### src/hw/rtl/kwm_pkg.sv
package kwm_pkg;

   localparam int KEYWORD_CHARS = 8;
   localparam int CHAR_W        = 8;
   localparam int KEY_DATA_W    = 64;
   localparam int KEY_LEN_W     = 4;
   // counts run up to KEYWORD_CHARS + 1 (word position saturation)
   localparam int KEY_CNT_W     = $clog2(KEYWORD_CHARS + 2);
   localparam int KW_IDX_W      = (KEYWORD_CHARS > 1) ? $clog2(KEYWORD_CHARS) : 1;
   localparam int CSR_INDEX_W   = 2;

   localparam logic [CHAR_W-1:0] SPACE_CHAR = 8'h20;
   localparam logic [CHAR_W-1:0] DASH_CHAR  = 8'h2d;

   typedef enum logic [CSR_INDEX_W-1:0] {
      CSR_MATCH_MODE     = 2'd0,
      CSR_KEYWORD_BYTES  = 2'd1,
      CSR_KEYWORD_LENGTH = 2'd2
   } csr_index_type;

   typedef enum logic {
      MODE_SUBSTRING  = 1'b0,
      MODE_WHOLE_WORD = 1'b1
   } match_mode_type;

   // keyword as seen by the match core: already lowercased, length clipped
   typedef struct packed {
      match_mode_type                        mode;
      logic [KEYWORD_CHARS-1:0][CHAR_W-1:0]  key;
      logic [KEY_CNT_W-1:0]                  key_len;
   } kwm_cfg_type;

   function automatic logic [CHAR_W-1:0] to_lower(input logic [CHAR_W-1:0] c);
      logic [CHAR_W-1:0] r;
      r = c;
      if (c >= 8'h41 && c <= 8'h5a) begin
         r = c + 8'd32;
      end
      return r;
   endfunction

   function automatic logic is_alnum(input logic [CHAR_W-1:0] c);
      return (c >= 8'h30 && c <= 8'h39) || (c >= 8'h41 && c <= 8'h5a) ||
             (c >= 8'h61 && c <= 8'h7a);
   endfunction

endpackage

### src/hw/rtl/kwm_csr.sv
module kwm_csr
   import kwm_pkg::*;
(
   input  logic                   clock,
   input  logic                   reset,
   input  logic                   csr_valid,
   output logic                   csr_ready,
   input  logic [CSR_INDEX_W-1:0] csr_index,
   input  logic [KEY_DATA_W-1:0]  csr_data,
   output kwm_cfg_type            cfg
);

   match_mode_type                       mode_ff;
   logic [KEYWORD_CHARS-1:0][CHAR_W-1:0] key_ff;
   logic [KEY_LEN_W-1:0]                 len_ff;

   assign csr_ready = 1'b1;

   always_ff @(posedge clock) begin
      if (reset) begin
         mode_ff <= MODE_SUBSTRING;
         key_ff  <= '0;
         len_ff  <= '0;
      end else if (csr_valid) begin
         unique case (csr_index_type'(csr_index))
            CSR_MATCH_MODE: begin
               mode_ff <= match_mode_type'(csr_data[0]);
            end
            CSR_KEYWORD_BYTES: begin
               for (int i = 0; i < KEYWORD_CHARS; i++) begin
                  key_ff[i] <= to_lower(csr_data[i*CHAR_W +: CHAR_W]);
               end
            end
            CSR_KEYWORD_LENGTH: begin
               len_ff <= csr_data[KEY_LEN_W-1:0];
            end
            default: begin
               // unused index, write dropped
            end
         endcase
      end
   end

   always_comb begin
      cfg.mode = mode_ff;
      cfg.key  = key_ff;
      if (len_ff > KEY_LEN_W'(KEYWORD_CHARS)) begin
         cfg.key_len = KEY_CNT_W'(KEYWORD_CHARS);
      end else begin
         cfg.key_len = KEY_CNT_W'(len_ff);
      end
   end

endmodule

### src/hw/rtl/kwm_match_core.sv
module kwm_match_core
   import kwm_pkg::*;
(
   input  logic              clock,
   input  logic              reset,
   input  kwm_cfg_type       cfg,
   input  logic              step_valid,
   input  logic [CHAR_W-1:0] step_char,
   input  logic              step_eol,
   output logic              hit
);

   typedef enum logic [1:0] {
      DASH_NONE       = 2'd0,
      DASH_SPACE      = 2'd1,
      DASH_SPACE_DASH = 2'd2
   } dash_type;

   logic [KEYWORD_CHARS-1:0][CHAR_W-1:0] recent_ff, recent_in;
   logic [KEY_CNT_W-1:0] fill_ff, fill_in;
   logic                 nonempty_ff, nonempty_in;
   logic                 seen_ff, seen_in;
   logic [KEY_CNT_W-1:0] pos_ff, pos_in;
   logic                 mism_ff, mism_in;
   dash_type             dash_ff, dash_in;
   logic                 trunc_ff, trunc_in;

   logic [CHAR_W-1:0]    lc;
   logic                 win_eq;
   logic                 word_hit;
   logic [KEY_CNT_W-1:0] kidx;

   assign lc       = to_lower(step_char);
   assign word_hit = (pos_ff != '0) && (cfg.key_len != '0) &&
                     (pos_ff == cfg.key_len) && !mism_ff;

   // window after the shift; oldest used byte lines up with keyword byte 0
   always_comb begin
      recent_in[0] = lc;
      for (int j = 1; j < KEYWORD_CHARS; j++) begin
         recent_in[j] = recent_ff[j-1];
      end
      win_eq = 1'b1;
      for (int j = 0; j < KEYWORD_CHARS; j++) begin
         kidx = cfg.key_len - KEY_CNT_W'(j + 1);
         if (KEY_CNT_W'(j) < cfg.key_len &&
             recent_in[j] != cfg.key[kidx[KW_IDX_W-1:0]]) begin
            win_eq = 1'b0;
         end
      end
   end

   always_comb begin
      fill_in     = fill_ff;
      nonempty_in = nonempty_ff;
      seen_in     = seen_ff;
      pos_in      = pos_ff;
      mism_in     = mism_ff;
      dash_in     = dash_ff;
      trunc_in    = trunc_ff;
      if (step_valid) begin
         if (step_eol) begin
            fill_in     = '0;
            nonempty_in = 1'b0;
            seen_in     = 1'b0;
            pos_in      = '0;
            mism_in     = 1'b0;
            dash_in     = DASH_NONE;
            trunc_in    = 1'b0;
         end else begin
            nonempty_in = 1'b1;
            if (cfg.mode == MODE_SUBSTRING) begin
               if (fill_ff < KEY_CNT_W'(KEYWORD_CHARS)) begin
                  fill_in = fill_ff + 1'b1;
               end
               if (cfg.key_len != '0 && fill_in >= cfg.key_len && win_eq) begin
                  seen_in = 1'b1;
               end
            end else if (!trunc_ff) begin
               if (step_char == SPACE_CHAR && dash_ff == DASH_SPACE_DASH) begin
                  // " - " found: close the word, ignore the rest of the line
                  trunc_in = 1'b1;
                  seen_in  = seen_ff | word_hit;
                  pos_in   = '0;
                  mism_in  = 1'b0;
               end else begin
                  if (step_char == SPACE_CHAR) begin
                     dash_in = DASH_SPACE;
                  end else if (step_char == DASH_CHAR && dash_ff == DASH_SPACE) begin
                     dash_in = DASH_SPACE_DASH;
                  end else begin
                     dash_in = DASH_NONE;
                  end
                  if (is_alnum(step_char)) begin
                     if (pos_ff < cfg.key_len && lc != cfg.key[pos_ff[KW_IDX_W-1:0]]) begin
                        mism_in = 1'b1;
                     end
                     if (pos_ff <= KEY_CNT_W'(KEYWORD_CHARS)) begin
                        pos_in = pos_ff + 1'b1;
                     end
                  end else begin
                     seen_in = seen_ff | word_hit;
                     pos_in  = '0;
                     mism_in = 1'b0;
                  end
               end
            end
         end
      end
   end

   // verdict for an end-of-line word, from the state before it
   always_comb begin
      if (cfg.mode == MODE_SUBSTRING) begin
         hit = nonempty_ff && (cfg.key_len == '0 || seen_ff);
      end else begin
         hit = (cfg.key_len != '0) && (seen_ff || (!trunc_ff && word_hit));
      end
   end

   always_ff @(posedge clock) begin
      if (reset) begin
         fill_ff     <= '0;
         nonempty_ff <= 1'b0;
         seen_ff     <= 1'b0;
         pos_ff      <= '0;
         mism_ff     <= 1'b0;
         dash_ff     <= DASH_NONE;
         trunc_ff    <= 1'b0;
      end else begin
         fill_ff     <= fill_in;
         nonempty_ff <= nonempty_in;
         seen_ff     <= seen_in;
         pos_ff      <= pos_in;
         mism_ff     <= mism_in;
         dash_ff     <= dash_in;
         trunc_ff    <= trunc_in;
      end
   end

   always_ff @(posedge clock) begin
      if (step_valid && !step_eol && cfg.mode == MODE_SUBSTRING) begin
         recent_ff <= recent_in;
      end
   end

endmodule

### src/hw/rtl/keyword_line_matcher.sv
// Keyword line matcher. Text arrives on req_ one byte per word; a word with
// req_tlast high closes the line, carries no character, and produces exactly
// one rsp_ word whose bit 0 says whether the line matched. Byte words produce
// no response. Throughput is one word per clock: a word is registered on
// entry, the line state is updated by one pass of compare logic (the 8-byte
// window compare runs in parallel), and the verdict lands in a response
// register. The input side only stalls when an end-of-line word waits in the
// entry register, a verdict is held in the response register and rsp_tready
// is low. Registers are written over csr_ (index 0 mode, 1 keyword bytes,
// 2 keyword length) while the stream is idle: a user rule, not enforced.
module keyword_line_matcher
   import kwm_pkg::*;
(
   input  logic                   clock,
   input  logic                   reset,
   input  logic                   req_tvalid,
   output logic                   req_tready,
   input  logic [7:0]             req_tdata,   // [7:0] text_char
   input  logic                   req_tlast,   // end_of_line
   output logic                   rsp_tvalid,
   input  logic                   rsp_tready,
   output logic [7:0]             rsp_tdata,   // [0] line_matched, [7:1] zero
   input  logic                   csr_valid,
   output logic                   csr_ready,
   input  logic [CSR_INDEX_W-1:0] csr_index,
   input  logic [KEY_DATA_W-1:0]  csr_data
);

   kwm_cfg_type       cfg;
   logic              in_valid_ff;
   logic [CHAR_W-1:0] in_char_ff;
   logic              in_eol_ff;
   logic              rsp_valid_ff;
   logic              rsp_data_ff;
   logic              step;
   logic              hit;

   kwm_csr u_csr (
      .clock     (clock),
      .reset     (reset),
      .csr_valid (csr_valid),
      .csr_ready (csr_ready),
      .csr_index (csr_index),
      .csr_data  (csr_data),
      .cfg       (cfg)
   );

   // a byte word always moves on; an end-of-line word needs room for its result
   assign step       = in_valid_ff && (!in_eol_ff || !rsp_valid_ff || rsp_tready);
   assign req_tready = !in_valid_ff || step;

   kwm_match_core u_core (
      .clock      (clock),
      .reset      (reset),
      .cfg        (cfg),
      .step_valid (step),
      .step_char  (in_char_ff),
      .step_eol   (in_eol_ff),
      .hit        (hit)
   );

   always_ff @(posedge clock) begin
      if (reset) begin
         in_valid_ff  <= 1'b0;
         rsp_valid_ff <= 1'b0;
      end else begin
         if (req_tready) begin
            in_valid_ff <= req_tvalid;
         end
         if (step && in_eol_ff) begin
            rsp_valid_ff <= 1'b1;
         end else if (rsp_tready) begin
            rsp_valid_ff <= 1'b0;
         end
      end
   end

   always_ff @(posedge clock) begin
      if (req_tready && req_tvalid) begin
         in_char_ff <= req_tdata;
         in_eol_ff  <= req_tlast;
      end
      if (step && in_eol_ff) begin
         rsp_data_ff <= hit;
      end
   end

   assign rsp_tvalid = rsp_valid_ff;
   assign rsp_tdata  = {7'd0, rsp_data_ff};

endmodule

### config.mk
export PLATFORM = sky130hd
export DESIGN_NAME = keyword_line_matcher
export DESIGN_NICKNAME = d
export VERILOG_FILES = /design/src/hw/rtl/kwm_pkg.sv /design/src/hw/rtl/kwm_csr.sv /design/src/hw/rtl/kwm_match_core.sv /design/src/hw/rtl/keyword_line_matcher.sv
export SDC_FILE = /design/constraint.sdc
export NUM_CORES = 1
export LEC_CHECK = 0
export BUFFER_PORTS_ARGS = -buffer_cell sky130_fd_sc_hd__buf_2
export CAP_MARGIN = 20
export CORE_MARGIN = 2
export CORE_UTILIZATION = 61
export CTS_CLUSTER_DIAMETER = 30
export DETAILED_ROUTE_END_ITERATION = 8
export HOLD_SLACK_MARGIN = 0.06
export PLACE_DENSITY = 0.81
export SYNTH_ARGS = -nofsm -noshare
export SYNTH_HDL_FRONTEND = slang
export SYNTH_HIERARCHICAL = 1
export SYNTH_SLANG_ARGS = --single-unit
export TNS_END_PERCENT = 100
### constraint.sdc
create_clock -name clock -period 4.5 [get_ports clock]
set_input_delay 0.225 -clock clock [delete_from_list [all_inputs] [get_ports clock]]
set_output_delay 0.225 -clock clock [all_outputs]
set_load 0.02 [all_outputs]
==> impl_summary.md <==
Die
The count of boundary I/O pins is 91. The floorplan has 47 rows. The die outline area is 17600 sq um. For this configuration, the core starts out at a cell density of 0.616. The core region is 16400 sq um. The floorplan step set the die height to 133 um. Measured along the x axis, the die boundary spans 133 um.

Routing
In the routed layout, each cell is associated on average with a via count of 6.59. The number of iterations in the first detailed-routing pass is 6. The top layer used by detailed routing is met4. The met1 wire length is 10.7 mm. After detailed routing, the met3 layer carries 3.02 mm of wire. The number of design rule violations left after detail routing is 0. In the final routed layout, each cell accounts on average for 21.9 um. Summing over every cut layer, the via total after detailed routing is 8220.

The number of nets with antenna violations after routing is 0. The routed design uses 12.3 mm of met2 wire. In this run, the number of DRC markers left after iteration 0 of detailed routing was 977. For this block, the routed nets add up to 27.3 mm of wire.

Yosys
The number of synthesized register bits is 151. After synthesis, the largest family of logic cells by area is multiplexers. The average instance in the mapped netlist occupies 10.9 sq um. The number of warnings reported in the yosys synthesis log is 6.

The biggest area contributor in the post-synthesis netlist is sky130_fd_sc_hd__edfxtp_1. By count the netlist is led by sky130_fd_sc_hd__nand2_1 (116), sky130_fd_sc_hd__dfxtp_1 (85), sky130_fd_sc_hd__mux4_2 (80), sky130_fd_sc_hd__a21oi_1 (69). Of the post-synthesis cell area, the dominant cell type holds 0.196.

The async set or reset register ratio after synthesis is 0. The count of flip-flops with a built-in enable after synthesis is 66. The share of synthesized area spent on multiplexers is 0.253. The most used standard cell by instance count after synthesis is sky130_fd_sc_hd__nand2_1. The compound-gate portion of the synthesized area is 0.0917.

In this run, distinct cell masters in the synthesized netlist total 66. The adder and majority gate portion of the synthesized area is 0.0285. The cell area that synthesis handed to floorplanning was 10100 sq um. The sequential cell area fraction in the yosys report is 0.365. The most frequently used flop master after synthesis is sky130_fd_sc_hd__dfxtp_1. The synthesized instance count is roughly 930. After synthesis, the cell types taking the most area are sky130_fd_sc_hd__edfxtp_1 (20%), sky130_fd_sc_hd__mux4_2 (18%), sky130_fd_sc_hd__dfxtp_1 (17%). The xor and xnor fraction of the mapped netlist area is 0.0883. The simple-gate area share of the yosys netlist is 0.130.

Global routing
The via count of the first global-routing pass is around 7700. The first global-routing pass estimated 42.3 mm of wire. Across every metal layer, demand over resource in global routing totals 0.317. The number of antenna violations at the first check in global routing came to 0. The aggregate global routing overflow is 0. The pin count of the biggest net entering global routing is 82.

Run status
The flow ran to the end, and the final reports show no timing, DRC or antenna violations.

Critical path
The worst setup path is of the flop to flop kind. The critical path endpoint category is a flop. Along the worst path, the maximum fanout reaches 41. The category of the worst setup path launch point is a flop. Data on the critical path is required at its endpoint by between 4 and 5 ns.

The arrival time of the worst setup path is 4.14 ns.

STA
The minimum clock period after layout is 3.77 ns. The worst-margin pin slew is 1.05 ns. The total count of max-transition violations in the final report is 0. The clock skew after layout is between 0.009 and 0.01 ns. Setup violations remaining at the end of the flow were counted as 0. In the finished design, the share of the clock period the worst path needs comes to 0.838. The total negative slack for setup checks is 0 ns.

Derived from the worst setup path, the maximum achievable clock frequency is roughly 270 MHz. Measured against its own limit, the worst slew margin works out to 0.303. The number of hold violations in the final report is 0. Setup repair after global routing left no endpoint under its margin.

CTS
The post-CTS setup buffer count is 0. The CTS clock-pin slew for the worst setup and hold paths is 0.06 ns. The insertion delay to the later sink of the worst-skew pair is 0.43 ns. No sink is reached through more buffers than the 2 on the longest clock path. In this run the clock root is driven by a sky130_fd_sc_hd__clkbuf_16. The number of buffers inserted during clock tree synthesis is 17.

The number of H-tree branching levels is 4. The tree built by TritonCTS fans out to 151 sinks. The clock tree from TritonCTS is done.

Power and ir drop
The maximum ir drop on the vdd rail is ~0.27 mV. The static leakage is 4.07 nW. The cell internal power dissipation is 2.55 mW. Overall power consumption after layout is estimated at 3.47 mW. The power density over cell area is 302 nW/um^2. The switching share of power is 0.266. The switching power total is 0.924 mW.

The combinational share of power is 0.135. The clock share of power is 0.417. Of the total power, registers draw 0.448.

Min path
The worst min-delay path class is primary input to flop.

Finish
The number of antenna diodes in the final layout is 0. From synthesis to final layout, the design area changed by 13.9%. Across the whole layout, storage elements account for 3680 sq um. The multi-input combinational cells in the finished layout cover a total of 6020 sq um. The final-stage net count is 1117. The final-layout fill cell count is between 1000 and 1500. In the final layout, the share of cells above drive strength 1 is 0.230.

Placement
The congestion estimate from routability-driven global placement came to 1.04. The detailed placement HPWL is 19.2 mm. In this run the tool buffered the top-level ports with 82 buffer cells.

Run
Across the run, the number of max-cap violations was 0.
metrics by stage:
stage	setup WS (ns)	util	instances	hold slack [ns]	area [sq um]
after floorplan	0.878	-	933	0.294	10100
final	0.728	0.701	1247	0.0781	11500
after global placement	0.923	0.644	1182	0.401	10600
after global routing	0.486	0.701	1247	0.0784	11500
after detailed placement	0.850	0.644	1182	0.403	10600
after CTS	0.809	0.700	1246	0.0601	11500
cell usage in the layout (no fill, tap or decap), types with 19 or more instances in the layout:
cell / n
sky130_fd_sc_hd__nor3_1: 30
sky130_fd_sc_hd__a21oi_1: 69
sky130_fd_sc_hd__ha_1: 23
sky130_fd_sc_hd__mux2i_1: 52
sky130_fd_sc_hd__xnor2_1: 66
sky130_fd_sc_hd__inv_1: 19
sky130_fd_sc_hd__clkbuf_16: 19
sky130_fd_sc_hd__dlygate4sd3_1: 32
sky130_fd_sc_hd__dfxtp_1: 85
sky130_fd_sc_hd__edfxtp_1: 66
sky130_fd_sc_hd__nand2_1: 116
sky130_fd_sc_hd__nor2_1: 54
sky130_fd_sc_hd__buf_2: 82
sky130_fd_sc_hd__xor2_1: 34
sky130_fd_sc_hd__mux4_2: 80
worst max-delay path: stages (launching register included):
cell and delay (ns):
sky130_fd_sc_hd__dfxtp_1 0.49, sky130_fd_sc_hd__nor2b_4 0.19, sky130_fd_sc_hd__clkinv_1 0.25, sky130_fd_sc_hd__ha_1 0.37, sky130_fd_sc_hd__buf_4 0.45, sky130_fd_sc_hd__mux4_2 0.43, sky130_fd_sc_hd__mux2i_1 0.26, sky130_fd_sc_hd__xor2_1 0.18
sky130_fd_sc_hd__nand3_1 0.11, sky130_fd_sc_hd__a2111oi_0 0.58, sky130_fd_sc_hd__nand4_1 0.21, sky130_fd_sc_hd__o21ai_2 0.17
sequential cells by signal, summed over array words and instances (netlist names):
register and count:
u_csr/cfg 64, u_core/recent_ff 56, in_char_ff 8, u_core/fill_ff 4
u_core/pos_ff 4, u_csr/len_ff 4, u_core/dash_ff 2, in_eol_ff 1
in_valid_ff 1, rsp_data_ff 1, rsp_tvalid 1, u_core/mism_ff 1
u_core/nonempty_ff 1, u_core/seen_ff 1, u_core/trunc_ff 1, u_csr/mode_ff 1
area by class of cell:
cell class | count | share of cell area
clock buffer | 21 | 0.0429
sequential | 151 | 0.320
timing repair buffer | 129 | 0.0736
tap | 220 | 0.0239
clock inverter | 11 | 0.00935
multi-input combinational | 694 | 0.523
inverter | 21 | 0.00685
logic make-up (layout without fill, tap and decap cells):
group,Yosys count,in the layout
simple gates,275,275
flops,151,151
compound gates,145,145
mux,142,142
xor+xnor,101,101
buf+inv,88,182
fa+ha+maj,23,23
other cells,2,8
power by group through the flow:
stage | clock (mW) | sequential, mW | combinational [mW]
floorplan | 0 | 1.54 | 0.327
global placement | 0 | 1.58 | 0.427
detailed placement | 0 | 1.58 | 0.435
CTS | 1.45 | 1.55 | 0.459
global route | 1.50 | 1.56 | 0.505
finish | 1.45 | 1.55 | 0.469
path summary, 6_finish.rpt:
check,from,endpoint,slack (ns),cells after the start
min,rsp_tready,rsp_tvalid,0.08,3
max,u_csr/len_ff[3],u_core/seen_ff,0.73,11
min reg2reg,u_core/nonempty_ff,u_core/nonempty_ff,0.47,1
max reg2reg,u_csr/len_ff[3],u_core/seen_ff,0.73,11
layer usage:
metal	vias to the layer above	global-route usage
met5	-	0
met2	573	0.479
met4	0	0.151
met1	3928	0.430
met3	84	0.0808
li1	3635	-
timing repair:
action,in CTS,in global routing
hold buffers,32,0
resized for setup,0,0
hold endpoints to repair,33,0
Note: power is estimated with default switching activity, not from simulation.
